`src/sv/assert_macros.svh`:
```
// Assertion shorthands used by the policy unit RTL.
`ifndef ASSERT_MACROS_SVH
`define ASSERT_MACROS_SVH

// Same-cycle implication, checked at every rising edge outside reset.
`define RCLP_ASSERT_IMP(lbl, clk, rst_n, ante, cons, msg) \
  lbl: assert property (@(posedge clk) disable iff (!rst_n) (ante) |-> (cons)) \
    else $error(msg);

// Next-cycle implication, checked at every rising edge outside reset.
`define RCLP_ASSERT_NXT(lbl, clk, rst_n, ante, cons, msg) \
  lbl: assert property (@(posedge clk) disable iff (!rst_n) (ante) |=> (cons)) \
    else $error(msg);

`endif

```
`src/sv/rclp_pkg.sv`:
```
`timescale 1ns / 1ps

package rclp_pkg;

  // Band table geometry.
  localparam int LEVELS    = 8;
  localparam int NTABLES   = 3;
  localparam int NWORDS    = 3;
  localparam int TBL_W     = 2;
  localparam int LVL_W     = 3;
  localparam int WRD_W     = 2;
  localparam int ADDR_W    = TBL_W + LVL_W + WRD_W;
  localparam int TBL_DEPTH = NTABLES * (1 << (LVL_W + WRD_W));
  localparam int VAL_W     = 16;

  localparam logic [LVL_W-1:0] LAST_LVL = LVL_W'(LEVELS - 1);

  localparam logic [TBL_W-1:0] TBL_SOC  = 2'd0;
  localparam logic [TBL_W-1:0] TBL_TEMP = 2'd1;
  localparam logic [TBL_W-1:0] TBL_PWR  = 2'd2;

  localparam logic [WRD_W-1:0] WORD_HI  = 2'd0;
  localparam logic [WRD_W-1:0] WORD_LO  = 2'd1;
  localparam logic [WRD_W-1:0] WORD_LIM = 2'd2;

  // Consumption arithmetic: measured bus current times ratio, then divided
  // by RATIO_BASE through an exact reciprocal multiply.
  localparam int RATIO_BASE = 10;
  localparam int RT_W       = 14;
  localparam int RATIO_W    = 8;
  localparam int PROD_W     = RT_W + RATIO_W;
  localparam int RECIP_SH   = PROD_W + $clog2(RATIO_BASE);
  localparam int RECIP_W    = PROD_W + 1;
  localparam logic [63:0] RECIP_FULL =
      ((64'd1 << RECIP_SH) + 64'(RATIO_BASE) - 64'd1) / 64'(RATIO_BASE);
  localparam logic [RECIP_W-1:0] RECIP = RECIP_FULL[RECIP_W-1:0];
  localparam int MUL_W      = PROD_W + RECIP_W;
  localparam int QUOT_W     = MUL_W - RECIP_SH;
  localparam int MAG_W      = 17;
  localparam int PWR_W      = ((QUOT_W > MAG_W) ? QUOT_W : MAG_W) + 1;

  localparam int CFG_DATA_W = 15;

  typedef enum logic [2:0] {
    CFG_SOC_PROTECT  = 3'd0,
    CFG_HOT_PROTECT  = 3'd1,
    CFG_COLD_PROTECT = 3'd2,
    CFG_VBAT_PROTECT = 3'd3,
    CFG_INIT_VOLTAGE = 3'd4,
    CFG_INIT_CURRENT = 3'd5,
    CFG_HOT_CURRENT  = 3'd6,
    CFG_CONS_RATIO   = 3'd7
  } cfg_idx_t;

  typedef enum logic [1:0] {
    MODE_HOT        = 2'd0,
    MODE_PROTECT    = 2'd1,
    MODE_PROTO_FAIL = 2'd2,
    MODE_COMPUTED   = 2'd3
  } mode_t;

  typedef enum logic [7:0] {
    S_IDLE = 8'b0000_0001,
    S_MUL1 = 8'b0000_0010,
    S_MUL2 = 8'b0000_0100,
    S_HI   = 8'b0000_1000,
    S_LO   = 8'b0001_0000,
    S_CHK  = 8'b0010_0000,
    S_LIM  = 8'b0100_0000,
    S_DONE = 8'b1000_0000
  } state_t;

endpackage

```
`src/sv/rclp_ram.sv`:
```
`timescale 1ns / 1ps

module rclp_ram #(
  parameter int WIDTH = 16,
  parameter int DEPTH = 96
) (
  input  logic                     clk,
  input  logic                     wr_en,
  input  logic [$clog2(DEPTH)-1:0] wr_addr,
  input  logic [WIDTH-1:0]         wr_data,
  input  logic [$clog2(DEPTH)-1:0] rd_addr,
  output logic [WIDTH-1:0]         rd_data
);

  logic [WIDTH-1:0] mem [DEPTH];

  always_ff @(posedge clk) begin
    if (wr_en) begin
      mem[wr_addr] <= wr_data;
    end
    rd_data <= mem[rd_addr];
  end

endmodule

```
`src/sv/reverse_charge_limit_policy_unit.sv`:
```
`timescale 1ns / 1ps
`include "assert_macros.svh"

// Reverse-charge limit policy. Each input transfer is either a control tick
// (op 0) or a band table load (op 1). A load writes one signed word into the
// charge, temperature or consumed-power table and gives no result, and a load
// to an address outside the tables is dropped. A tick gives exactly one result
// transfer carrying the bus voltage limit, bus current limit, drop current and
// mode. A tick that falls back (hot, cold, low voltage, low charge or failed
// protocol) goes from idle to the done state and from there to the output
// register. A computed tick first forms the consumed power with two passes
// through one shared multiplier, then walks the three tables level by level
// through the single read port of the table RAM: a level that does not match
// passes through the high word, low word and check states, and a matching
// level also through the limit state. The input side stalls while a tick is
// in progress; a finished result waits in the output register and the next
// item is taken while it waits. The tables read as zero after reset, so an
// unloaded level matches nothing. Configuration registers must be written
// through the cfg port only while idle; the block itself does not enforce it.
module reverse_charge_limit_policy_unit (
  input  logic                clk,
  input  logic                rst_n,
  // Input channel.
  input  logic                in_valid,
  output logic                in_stall,
  input  logic                in_op,
  input  logic signed [8:0]   in_battery_temp,
  input  logic [6:0]          in_charge_percent,
  input  logic [12:0]         in_battery_mv,
  input  logic signed [15:0]  in_battery_ma,
  input  logic [14:0]         in_requested_mv,
  input  logic [13:0]         in_requested_ma,
  input  logic [13:0]         in_measured_bus_ma,
  input  logic                in_protocol_ok,
  input  logic [6:0]          in_table_addr,
  input  logic signed [15:0]  in_load_value,
  // Result channel.
  output logic                out_valid,
  input  logic                out_stall,
  output logic [14:0]         out_bus_voltage_limit,
  output logic [13:0]         out_bus_current_limit,
  output logic signed [15:0]  out_drop_current,
  output logic [1:0]          out_mode,
  // Configuration write port.
  input  logic                cfg_wr_en,
  input  rclp_pkg::cfg_idx_t  cfg_index,
  input  logic [14:0]         cfg_wdata
);

  import rclp_pkg::*;

  // Configuration registers.
  logic [6:0]         cfg_soc_r,   cfg_soc_nxt;
  logic signed [8:0]  cfg_hot_r,   cfg_hot_nxt;
  logic signed [8:0]  cfg_cold_r,  cfg_cold_nxt;
  logic [12:0]        cfg_vbat_r,  cfg_vbat_nxt;
  logic [14:0]        cfg_initv_r, cfg_initv_nxt;
  logic [13:0]        cfg_initi_r, cfg_initi_nxt;
  logic [13:0]        cfg_hoti_r,  cfg_hoti_nxt;
  logic [7:0]         cfg_ratio_r, cfg_ratio_nxt;

  // Sequencer and walk position.
  state_t             state_r,  state_nxt;
  logic [TBL_W-1:0]   tbl_r,    tbl_nxt;
  logic [LVL_W-1:0]   lvl_r,    lvl_nxt;

  // Operands captured from the tick.
  logic signed [8:0]  temp_r,   temp_nxt;
  logic [6:0]         soc_r,    soc_nxt;
  logic signed [15:0] ibat_r,   ibat_nxt;
  logic [13:0]        rt_r,     rt_nxt;

  // Working result and walk registers.
  logic [14:0]        vbus_r,   vbus_nxt;
  logic [13:0]        ibus_r,   ibus_nxt;
  logic signed [15:0] drop_r,   drop_nxt;
  mode_t              mode_r,   mode_nxt;
  logic signed [PWR_W-1:0] x_r, x_nxt;
  logic [VAL_W-1:0]   hi_r,     hi_nxt;
  logic [MUL_W-1:0]   prod_r,   prod_nxt;

  // Output register.
  logic               out_valid_r, out_valid_nxt;
  logic [14:0]        out_vbus_r,  out_vbus_nxt;
  logic [13:0]        out_ibus_r,  out_ibus_nxt;
  logic signed [15:0] out_drop_r,  out_drop_nxt;
  logic [1:0]         out_mode_r,  out_mode_nxt;

  // Table RAM and its valid bits; an entry never written reads as zero.
  logic [TBL_DEPTH-1:0] valid_r, valid_nxt;
  logic                 rd_valid_r;
  logic [ADDR_W-1:0]    rd_addr;
  logic [VAL_W-1:0]     rd_data;
  logic signed [VAL_W-1:0] rd_word;
  logic                 tbl_we;
  logic [WRD_W-1:0]     word_sel;

  logic in_acc;
  logic addr_ok;

  // Shared multiplier.
  logic [PROD_W-1:0]  mul_a;
  logic [RECIP_W-1:0] mul_b;

  // Consumed power and per-table band operands.
  logic signed [MAG_W-1:0]  ibat_ext;
  logic signed [MAG_W-1:0]  ibat_mag;
  logic [QUOT_W-1:0]        cons_q;
  logic signed [PWR_W-1:0]  x_soc, x_temp, x_pwr, x_next_tbl;
  logic signed [PWR_W-1:0]  hi_ext, lo_ext;
  logic                     band_hit;

  // Limit application at the end of each table.
  logic                     tbl_fin;
  logic signed [VAL_W-1:0]  lim;
  logic                     lim_pos;
  logic [TBL_W-1:0]         tbl_inc;

  assign in_acc   = in_valid && !in_stall;
  assign in_stall = (state_r != S_IDLE);

  assign out_valid             = out_valid_r;
  assign out_bus_voltage_limit = out_vbus_r;
  assign out_bus_current_limit = out_ibus_r;
  assign out_drop_current      = out_drop_r;
  assign out_mode              = out_mode_r;

  // A load lands only on a real table, level and word.
  assign addr_ok = (in_table_addr[6:5] < TBL_W'(NTABLES)) &&
                   ({1'b0, in_table_addr[4:2]} < (LVL_W + 1)'(LEVELS)) &&
                   (in_table_addr[1:0] < WRD_W'(NWORDS));
  assign tbl_we  = in_acc && in_op && addr_ok;

  always_comb begin
    case (state_r)
      S_HI:    word_sel = WORD_HI;
      S_LO:    word_sel = WORD_LO;
      default: word_sel = WORD_LIM;
    endcase
  end

  assign rd_addr = {tbl_r, lvl_r, word_sel};
  assign rd_word = rd_valid_r ? $signed(rd_data) : '0;

  rclp_ram #(
    .WIDTH (VAL_W),
    .DEPTH (TBL_DEPTH)
  ) u_tbl_ram (
    .clk     (clk),
    .wr_en   (tbl_we),
    .wr_addr (in_table_addr),
    .wr_data (in_load_value),
    .rd_addr (rd_addr),
    .rd_data (rd_data)
  );

  // The multiplier first forms measured bus current times ratio, then
  // multiplies that product by the reciprocal of RATIO_BASE.
  always_comb begin
    if (state_r == S_MUL2) begin
      mul_a = prod_r[PROD_W-1:0];
      mul_b = RECIP;
    end else begin
      mul_a = {{(PROD_W - RT_W){1'b0}}, rt_r};
      mul_b = {{(RECIP_W - RATIO_W){1'b0}}, cfg_ratio_r};
    end
  end

  assign ibat_ext = {ibat_r[15], ibat_r};
  assign ibat_mag = (ibat_ext < 0) ? -ibat_ext : ibat_ext;
  assign cons_q   = prod_r[MUL_W-1:RECIP_SH];
  assign x_pwr    = $signed({{(PWR_W - MAG_W){1'b0}}, ibat_mag}) -
                    $signed({{(PWR_W - QUOT_W){1'b0}}, cons_q});
  assign x_soc    = $signed({{(PWR_W - 7){1'b0}}, soc_r});
  assign x_temp   = {{(PWR_W - 9){temp_r[8]}}, temp_r};

  assign tbl_inc = tbl_r + 1'b1;

  always_comb begin
    case (tbl_inc)
      TBL_TEMP: x_next_tbl = x_temp;
      TBL_PWR:  x_next_tbl = x_pwr;
      default:  x_next_tbl = x_soc;
    endcase
  end

  // Band test: low < x <= high, with the low word arriving from the RAM.
  assign hi_ext   = {{(PWR_W - VAL_W){hi_r[VAL_W-1]}}, hi_r};
  assign lo_ext   = {{(PWR_W - VAL_W){rd_word[VAL_W-1]}}, rd_word};
  assign band_hit = (x_r <= hi_ext) && (x_r > lo_ext);

  // A table ends on a matching level's limit, or with minus one when its
  // last level has missed.
  always_comb begin
    tbl_fin = 1'b0;
    lim     = rd_word;
    if (state_r == S_LIM) begin
      tbl_fin = 1'b1;
    end else if ((state_r == S_CHK) && !band_hit && (lvl_r == LAST_LVL)) begin
      tbl_fin = 1'b1;
      lim     = -16'sd1;
    end
  end

  assign lim_pos = (lim > 0);

  always_comb begin
    cfg_soc_nxt   = cfg_soc_r;
    cfg_hot_nxt   = cfg_hot_r;
    cfg_cold_nxt  = cfg_cold_r;
    cfg_vbat_nxt  = cfg_vbat_r;
    cfg_initv_nxt = cfg_initv_r;
    cfg_initi_nxt = cfg_initi_r;
    cfg_hoti_nxt  = cfg_hoti_r;
    cfg_ratio_nxt = cfg_ratio_r;
    if (cfg_wr_en) begin
      case (cfg_index)
        CFG_SOC_PROTECT:  cfg_soc_nxt   = cfg_wdata[6:0];
        CFG_HOT_PROTECT:  cfg_hot_nxt   = $signed(cfg_wdata[8:0]);
        CFG_COLD_PROTECT: cfg_cold_nxt  = $signed(cfg_wdata[8:0]);
        CFG_VBAT_PROTECT: cfg_vbat_nxt  = cfg_wdata[12:0];
        CFG_INIT_VOLTAGE: cfg_initv_nxt = cfg_wdata[14:0];
        CFG_INIT_CURRENT: cfg_initi_nxt = cfg_wdata[13:0];
        CFG_HOT_CURRENT:  cfg_hoti_nxt  = cfg_wdata[13:0];
        CFG_CONS_RATIO:   cfg_ratio_nxt = cfg_wdata[7:0];
        default: ;
      endcase
    end
  end

  always_comb begin
    valid_nxt = valid_r;
    if (tbl_we) begin
      valid_nxt[in_table_addr] = 1'b1;
    end
  end

  // Sequencer.
  always_comb begin
    state_nxt     = state_r;
    tbl_nxt       = tbl_r;
    lvl_nxt       = lvl_r;
    temp_nxt      = temp_r;
    soc_nxt       = soc_r;
    ibat_nxt      = ibat_r;
    rt_nxt        = rt_r;
    vbus_nxt      = vbus_r;
    ibus_nxt      = ibus_r;
    drop_nxt      = drop_r;
    mode_nxt      = mode_r;
    x_nxt         = x_r;
    hi_nxt        = hi_r;
    prod_nxt      = prod_r;
    out_vbus_nxt  = out_vbus_r;
    out_ibus_nxt  = out_ibus_r;
    out_drop_nxt  = out_drop_r;
    out_mode_nxt  = out_mode_r;
    out_valid_nxt = out_valid_r && out_stall;

    case (state_r)
      S_IDLE: begin
        if (in_acc && !in_op) begin
          temp_nxt = in_battery_temp;
          soc_nxt  = in_charge_percent;
          ibat_nxt = in_battery_ma;
          rt_nxt   = in_measured_bus_ma;
          drop_nxt = '0;
          tbl_nxt  = TBL_SOC;
          lvl_nxt  = '0;
          // Hot first, then cold, voltage and charge, then the protocol.
          if (in_battery_temp >= cfg_hot_r) begin
            vbus_nxt  = cfg_initv_r;
            ibus_nxt  = cfg_hoti_r;
            mode_nxt  = MODE_HOT;
            state_nxt = S_DONE;
          end else if ((in_battery_temp <= cfg_cold_r) ||
                       (in_battery_mv <= cfg_vbat_r) ||
                       (in_charge_percent <= cfg_soc_r)) begin
            vbus_nxt  = cfg_initv_r;
            ibus_nxt  = cfg_initi_r;
            mode_nxt  = MODE_PROTECT;
            state_nxt = S_DONE;
          end else if (!in_protocol_ok) begin
            vbus_nxt  = cfg_initv_r;
            ibus_nxt  = cfg_initi_r;
            mode_nxt  = MODE_PROTO_FAIL;
            state_nxt = S_DONE;
          end else begin
            vbus_nxt  = in_requested_mv;
            ibus_nxt  = in_requested_ma;
            mode_nxt  = MODE_COMPUTED;
            state_nxt = S_MUL1;
          end
        end
      end
      S_MUL1: begin
        prod_nxt  = MUL_W'(mul_a * mul_b);
        state_nxt = S_MUL2;
      end
      S_MUL2: begin
        prod_nxt  = MUL_W'(mul_a * mul_b);
        x_nxt     = x_soc;
        state_nxt = S_HI;
      end
      S_HI: begin
        state_nxt = S_LO;
      end
      S_LO: begin
        hi_nxt    = rd_word;
        state_nxt = S_CHK;
      end
      S_CHK: begin
        if (band_hit) begin
          state_nxt = S_LIM;
        end else if (lvl_r != LAST_LVL) begin
          lvl_nxt   = lvl_r + 1'b1;
          state_nxt = S_HI;
        end
      end
      S_LIM: ;
      S_DONE: begin
        if (!out_valid_r || !out_stall) begin
          out_vbus_nxt  = vbus_r;
          out_ibus_nxt  = ibus_r;
          out_drop_nxt  = drop_r;
          out_mode_nxt  = mode_r;
          out_valid_nxt = 1'b1;
          state_nxt     = S_IDLE;
        end
      end
      default: state_nxt = S_IDLE;
    endcase

    // Apply a finished table's limit and move on to the next table.
    if (tbl_fin) begin
      if (lim_pos && ($unsigned(lim) < {2'b00, ibus_r})) begin
        ibus_nxt = lim[13:0];
      end
      if (tbl_r == TBL_SOC) begin
        drop_nxt = lim;
      end else if (lim_pos && (lim < drop_r)) begin
        drop_nxt = lim;
      end
      if (tbl_r == TBL_PWR) begin
        state_nxt = S_DONE;
      end else begin
        tbl_nxt   = tbl_inc;
        lvl_nxt   = '0;
        x_nxt     = x_next_tbl;
        state_nxt = S_HI;
      end
    end
  end

  always_ff @(posedge clk) begin
    if (!rst_n) begin
      cfg_soc_r   <= 7'd10;
      cfg_hot_r   <= 9'sd50;
      cfg_cold_r  <= 9'sd0;
      cfg_vbat_r  <= 13'd3500;
      cfg_initv_r <= 15'd5000;
      cfg_initi_r <= 14'd1000;
      cfg_hoti_r  <= 14'd500;
      cfg_ratio_r <= 8'd10;
      state_r     <= S_IDLE;
      tbl_r       <= TBL_SOC;
      lvl_r       <= '0;
      valid_r     <= '0;
      rd_valid_r  <= 1'b0;
      out_valid_r <= 1'b0;
    end else begin
      cfg_soc_r   <= cfg_soc_nxt;
      cfg_hot_r   <= cfg_hot_nxt;
      cfg_cold_r  <= cfg_cold_nxt;
      cfg_vbat_r  <= cfg_vbat_nxt;
      cfg_initv_r <= cfg_initv_nxt;
      cfg_initi_r <= cfg_initi_nxt;
      cfg_hoti_r  <= cfg_hoti_nxt;
      cfg_ratio_r <= cfg_ratio_nxt;
      state_r     <= state_nxt;
      tbl_r       <= tbl_nxt;
      lvl_r       <= lvl_nxt;
      valid_r     <= valid_nxt;
      rd_valid_r  <= valid_r[rd_addr];
      out_valid_r <= out_valid_nxt;
    end
  end

  always_ff @(posedge clk) begin
    temp_r     <= temp_nxt;
    soc_r      <= soc_nxt;
    ibat_r     <= ibat_nxt;
    rt_r       <= rt_nxt;
    vbus_r     <= vbus_nxt;
    ibus_r     <= ibus_nxt;
    drop_r     <= drop_nxt;
    mode_r     <= mode_nxt;
    x_r        <= x_nxt;
    hi_r       <= hi_nxt;
    prod_r     <= prod_nxt;
    out_vbus_r <= out_vbus_nxt;
    out_ibus_r <= out_ibus_nxt;
    out_drop_r <= out_drop_nxt;
    out_mode_r <= out_mode_nxt;
  end

  // A fallback result never carries a drop current.
  `RCLP_ASSERT_IMP(a_fallback_drop_zero, clk, rst_n, (state_r == S_DONE) && (mode_r != MODE_COMPUTED), drop_r == 16'sd0, "fallback result with non-zero drop current")
  // A matched limit closes its table: the walk restarts at level zero or ends.
  `RCLP_ASSERT_NXT(a_lim_closes_table, clk, rst_n, state_r == S_LIM, ((state_r == S_HI) && (lvl_r == '0)) || (state_r == S_DONE), "limit read did not close the table")
  // A new result appears only from the done state.
  `RCLP_ASSERT_IMP(a_result_from_done, clk, rst_n, $rose(out_valid_r), $past(state_r == S_DONE), "result raised outside the done state")

endmodule

```
`config.mk`:
```
export PLATFORM = sky130hd
export DESIGN_NAME = reverse_charge_limit_policy_unit
export DESIGN_NICKNAME = d
export VERILOG_FILES = /design/src/sv/rclp_pkg.sv /design/src/sv/rclp_ram.sv /design/src/sv/reverse_charge_limit_policy_unit.sv
export VERILOG_INCLUDE_DIRS = /design/src /design/src/sv
export SDC_FILE = /design/constraint.sdc
export NUM_CORES = 2
export LEC_CHECK = 0
export ABC_AREA = 1
export ABC_CLOCK_PERIOD_IN_PS = 8200
export BUFFER_PORTS_ARGS = -buffer_cell sky130_fd_sc_hd__buf_2
export CORE_MARGIN = 2
export CORE_UTILIZATION = 40
export CTS_CLUSTER_DIAMETER = 50
export DETAILED_ROUTE_END_ITERATION = 10
export SYNTH_ARGS = -nofsm -noshare
export SYNTH_HDL_FRONTEND = slang
export SYNTH_SLANG_ARGS = --single-unit
```
`constraint.sdc`:
```
create_clock -name clk -period 8.2 [get_ports clk]
set_input_delay 0.82 -clock clk [delete_from_list [all_inputs] [get_ports clk]]
set_output_delay 0.82 -clock clk [all_outputs]
set_load 0.05 [all_outputs]
```
# [After elaboration in Yosys (flattened, before gate mapping)]
# Memory sizes are Yosys's and may differ from the RTL's. A register that Yosys moved wholly into a read port is not among the register bits.
# Index checks and enable logic that the tools add are counted.
[classes] addsub=4 mul=1 div_mod_pow=0 magnitude_cmp=15 n_eq_ne=25 n_shift=0 n_mux=58 bitwise_logic=1 n_reduce_logical=35
[op_table] operator="16-bit two-way mux" n=8
[op_table] operator="14-bit two-way mux" n=7
[op_table] operator="96-bit bitwise OR" n=1
[op_table] operator="8-bit two-way mux" n=9
[op_table] operator="8-bit case mux with 8 select lines" n=1
[op_table] operator="20-bit two-way mux" n=3
[op_table] operator="22-bit by 23-bit multiplier with 45-bit output" n=1
[op_table] operator="15-bit two-way mux" n=3
[op_table] operator="20-bit case mux with 2 select lines" n=1
[op_table] operator="23-bit two-way mux" n=1
[op_table] operator="22-bit two-way mux" n=1
[op_table] operator="20-bit by 16-bit greater-than comparator with 1-bit output" n=1
[op_table] operator="20-bit by 16-bit <= comparator with 1-bit output" n=1
[op_table] operator="2-bit AND reduction" n=10
[op_table] operator="17-bit by 19-bit subtractor with 20-bit output" n=1
[op_table] operator="17-bit two-way mux" n=1
[op_table] operator="16-bit negation with 17-bit output" n=1
[op_table] operator="16-bit by 1-bit greater-than comparator with 1-bit output, second input constant" n=1
[op_table] operator="16-bit by 1-bit less-than comparator with 1-bit output, second input constant" n=1
[op_table] operator="16-bit by 14-bit less-than comparator with 1-bit output" n=1
[op_table] operator="16-bit less-than comparator" n=1
[op_table] operator="7-bit by 8-bit less-than comparator with 1-bit output, second input constant" n=2
[op_table] operator="3-bit == test, second input constant" n=5
[op_table] operator="3-bit two-way mux" n=5
[op_table] operator="37 further kinds" n=72
[totals] regBits=421 latchBits=0 ramBits=1536 rom_bits=0 in_bits=136 wordCells=170 memories=1
[memory_table] memory="u_tbl_ram.mem" depth=96 word_bits=16 rd=1 rd_clocked_by_memory_dff=1 wr=1 line_no="rclp_ram.sv:15" rtl="logic [WIDTH-1:0] mem [DEPTH];"

# [Depth between registers and ports, before layout]
[logic_depth] ltp_word=13 ltp_mapped=37

# [Hierarchy]
# From an unflattened synthesis, not the netlist that was laid out.
[hier_totals] cells_unflattened=8643 area_unflattened_um2=92456.2
[modules_own_cells] mod="rclp_ram" n_inst=1 cells_per_inst=5194 area_each_um2=62792.7 seq_area_each_um2=46444.5
[modules_own_cells] mod="reverse_charge_limit_policy_unit" n_inst=1 cells_per_inst=3449 area_each_um2=29663.4 seq_area_each_um2=9539.1

# [Least setup slack after synthesis]
# OpenSTA, ideal clock, no wires.
[synth_path] path_kind="register to register" startpoint="reg state_r[6]" endpoint="reg prod_r[35] (data pin)" setup_time_ns=0.265 arrival_ns=6.851 t_required_ns=7.935 setup_slack_ns=1.084 stages_incl_launch_ff=31 period_less_slack_ns=7.116 path_cell_list="dfxtp_1 > or2_1 > nor2_1 > nand2_1 > clkbuf_1 > clkbuf_1 > nand2_1 > inv_1 > nand2_1 > fa_1 > inv_1 > fa_1 > fa_1 > fa_1 > inv_1 > fa_1 > inv_1 > fa_1 > fa_1 > ha_1 > nand2_1 > nor2_1 > inv_1 > nor2_1 > nor2_1 > o21ai_0 > a31oi_1 > o21ai_0 > a21oi_1 > o21ai_0 > xor2_1"
[synth_via] elab_chain_len=3
[synth_lines] element="start: declaration" line_no="reverse_charge_limit_policy_unit.sv:63" rtl="state_t state_r, state_nxt;"
[synth_lines] element="start signal: assignment" line_no="reverse_charge_limit_policy_unit.sv:380" rtl="state_r <= state_nxt;"
[synth_lines] element="8-bit by 3-bit == test with 1-bit output *" line_no="reverse_charge_limit_policy_unit.sv:160, reverse_charge_limit_policy_unit.sv:260"
[synth_lines] element="22-bit two-way mux or 23-bit two-way mux (tied branches)" line_no="reverse_charge_limit_policy_unit.sv:160" rtl="if (state_r == S_MUL2) begin"
[synth_lines] element="22-bit by 23-bit multiplier with 45-bit output *" line_no="reverse_charge_limit_policy_unit.sv:297, reverse_charge_limit_policy_unit.sv:301"
[synth_lines] element="end signal: assignment" line_no="reverse_charge_limit_policy_unit.sv:400" rtl="prod_r <= prod_nxt;"
[synth_lines] element="end: declaration" line_no="reverse_charge_limit_policy_unit.sv:80" rtl="logic [MUL_W-1:0] prod_r, prod_nxt;"
# Mark *: on every way between the ends. The rest lies on a longest branch, timed or not.
# A chain may end at the register's enable or synchronous reset.

# [Worst setup path in the final report]
[layout_path] startpoint="reg state_r[4]" endpoint="reg prod_r[43] (data pin)"
# Same word-level chain as after synthesis.

==> results_dict.tcl <==
set metrics [dict create \
    status "finished, final reports clean" \
    setup_tns_ns 0 \
    critPathKind "flop to flop" \
    worst_slew_pin_slew_ns 1.19 \
    vdd_drop_max_mv 0.245 \
    slew_headroom 0.205 \
    dp.cells 9303 \
    r2r_slack_ns 0.37 \
    r2r-start "state_r[4]" \
    hp-class "input port to flop" \
    synth_adder_area_share 0.119 \
    crit_start "state_r[4]" \
    antenna_found_initial 11 \
    grt_pass1_wl_um 318000 \
    p_switching_mw 6.51 \
    yosys-top-cells-area "edfxtp_1, dfxtp_1, fa_1" \
    syn-cell-area_um2 74900 \
    die_area_um2 191000 \
    fp.coreArea_um2 186000 \
    combPwrFrac 0.197 \
    critPathLaunchType "flop" \
    dp_hpwl_um 130000 \
    synthFlopType "edfxtp_1" \
    cpPeakStageDelay_ns 0.56 \
    start_util 0.403 \
    synth_cells 6810 \
    p_int_mw 14.6 \
    max_cap_violations 0 \
    cts.sinks 1561 \
    cp_data_arrival_time_ns 8.37 \
    synth_cell_types 63 \
    finalHoldViolations 0 \
    grt_usage 0.219 \
    crit_path_frequent_cell "fa_1" \
    swShare 0.308 \
    route.detailed.wl_per_inst_um 21.9 \
    critPathSlowestCell "fa_1" \
    clock_latency_ns 0.84 \
    cp.required_ns 8.73 \
    end_kind "flop" \
    yosys.area_share.simple 0.113 \
    clockBufferDepth 3 \
    grt_remaining_overflow 0 \
    nets 7705 \
    fin_crit_ns 7.83 \
    r2r-end "prod_r[43]" \
    synth_edf_count 1319 \
    tritoncts "built" \
    die_w_um 437 \
    cts-root-buf "clkbuf_16" \
    p_leak_nw 33.4 \
    numCtsBuffers 176 \
    synth.area.mux_share 0.000535 \
    fmax_ghz 0.128 \
    final-setup-viol-count 0 \
    fin_crit_sh 0.955 \
    drv_slew 0 \
    crit_path_end "prod_r[43]" \
    pwr-share-clk 0.375 \
    grt_max_degree 161 \
    wl_um 211000 \
    synthArstFlopShare 0 \
    hold_start "in_measured_bus_ma[10]" \
    firstDrtPassIters 8 \
    synthTopCellsByCount "edfxtp_1, nor2_1, nand2_1" \
    ys_warn_count 0 \
    grt_pass1_vias 50828 \
    post-route-drc-count 0 \
    placed_cell_area_um2 79000 \
    post-route-util 0.457 \
    cp_num_buf_inv 6 \
    gp_congestion 0.910 \
    fp.dieH_um 437 \
    postRouteAntennaNets 0 \
    num_io_pins 185 \
    ys_seq_elements 1561 \
    synth_top_family_by_area "adder cells" \
    ctsHoldBuffers 0 \
    port_buffers 184 \
    seqPwrFrac 0.428 \
    p_per_area_nw_per_um2 249 \
    finalClockSkew_ns 0.0630 \
    drt_iter0_drc 4914 \
    rows 158 \
    synth_top_area_share 0.529 \
    vias 51994 \
    synth_most_common_cell "edfxtp_1" \
    totalPowerFinal_mw 21.1 \
    worst-path-stages 29 \
    crit_family "adder cells" \
    drive_gt1_frac 0.0909 \
    syn-mean-instance-area_um2 11.0 \
    rr_worst_depth 29 \
    area_growth_pct 13.4 \
    synth_compound_area_frac 0.117 \
    yosysTopAreaCell "edfxtp_1" \
    final_cells 9640 \
    synth-xor-area-share 0.00690 \
    path_max_fanout 32 \
    final_cell_area_um2 84900 \
    cts_max_level 4 \
    viasPerCell 5.39 \
    rsz0062_at_grt "false" \
    path_clk_slew_ns 0.06 \
    seq_area_frac_synth 0.594 \
]
area by class of cell:
cell class / instances / area (µm²)
flip-flops and latches: 1561 / 44500
clock buffers: 218 / 4670
repair buffers: 336 / 2140
multi-input cells: 4280 / 26800
fillers: 16950 / 101000
inverters: 646 / 2450
well taps: 2480 / 3100
diodes: 6 / 15.0
clock inverters: 113 / 1220
sequential cells by signal, summed over array words and instances, names as in the netlist, 13 cells and up, named ones only:
register and count:
cfg_hoti_r 14, cfg_initi_r 14, cfg_initv_r 15, cfg_vbat_r 13, drop_r 16, hi_r 16
ibat_r 16, ibus_r 14, out_bus_current_limit 14, out_bus_voltage_limit 15, out_drop_current 16, prod_r 41
rt_r 14, u_tbl_ram.mem 1152, u_tbl_ram.rd_data 16, valid_r 72, vbus_r 15, x_r 20
layout by cell type (no fill, tap or decap), drive strengths merged, types with 5 or more instances in the layout:
cell type,n
inv,662
nand3,203
o211ai,350
clkbuf,218
buf,336
ha,326
dfxtp,242
xnor2,26
o221ai,11
a211oi,17
nand3b,5
bufinv,14
diode,6
o22ai,17
nand4,16
edfxtp,1319
a21oi,189
a21o,9
nand2,915
clkinv,77
nor3,21
xor2,33
a31oi,21
or2,6
clkinvlp,6
o21ai,834
nor4,14
a22oi,18
fa,242
conb,25
a221oi,6
nor2,932
what timing repair did:
| action | in CTS | in global routing |
|---|---|---|
| gates resized for setup | 0 | 8 |
| setup buffers | 0 | 0 |
| hold endpoints to repair | 0 | 0 |
| endpoints found under the setup margin | 0 | 10 |
cell families after synthesis:
logic type	count (synthesis)
flops	1561
compound gates	1507
xor+xnor	59
other cells	2
mux	4
buf+inv	992
fa+ha+maj	568
simple gates	2117
worst min path at each step:
stage,endpoint,cells after the start
after floorplan,out_bus_voltage_limit[0],0
after global placement,out_bus_voltage_limit[14],0
after detailed placement,out_bus_voltage_limit[6],0
after CTS,rt_r[4],1
after global routing,rt_r[4],1
final,rt_r[10],1
routing by layer:
metal	share of wire	global-route usage	wire (µm)
met1	0.43	0.303	90500
met2	0.46	0.345	97000
met3	0.079	0.0417	16600
met4	0.033	0.0758	6920
met5	0.000062	0	13
stage by stage:
step	hold WS (ns)	setup WS, ns
global placement	0.402	0.475
floorplan	0.400	1.08
CTS	0.121	0.268
global route	0.138	0.00228
finish	0.188	0.368
detailed placement	0.405	0.313
worst register-to-register path: cells and delay by family (launching register included):
family	cells	cell delay (ns)
AO/OA/AOI/OAI	3	0.88
XOR/XNOR	1	0.14
adder cells (fa/ha/maj)	8	3.93
buffers and inverters	6	0.57
flip-flops	1	0.33
AND/OR/NAND/NOR	11	1.73
power groups by stage:
stage	Combinational, mW	Clock, mW	Sequential (mW)
detailed placement	4.12	0	9.21
floorplan	2.50	0	9.16
CTS	4.15	8.04	9.05
finish	4.16	7.92	9.05
global placement	4.10	0	9.21
global route	4.54	8.38	9.07
Note: power is estimated with default switching activity, not from simulation.
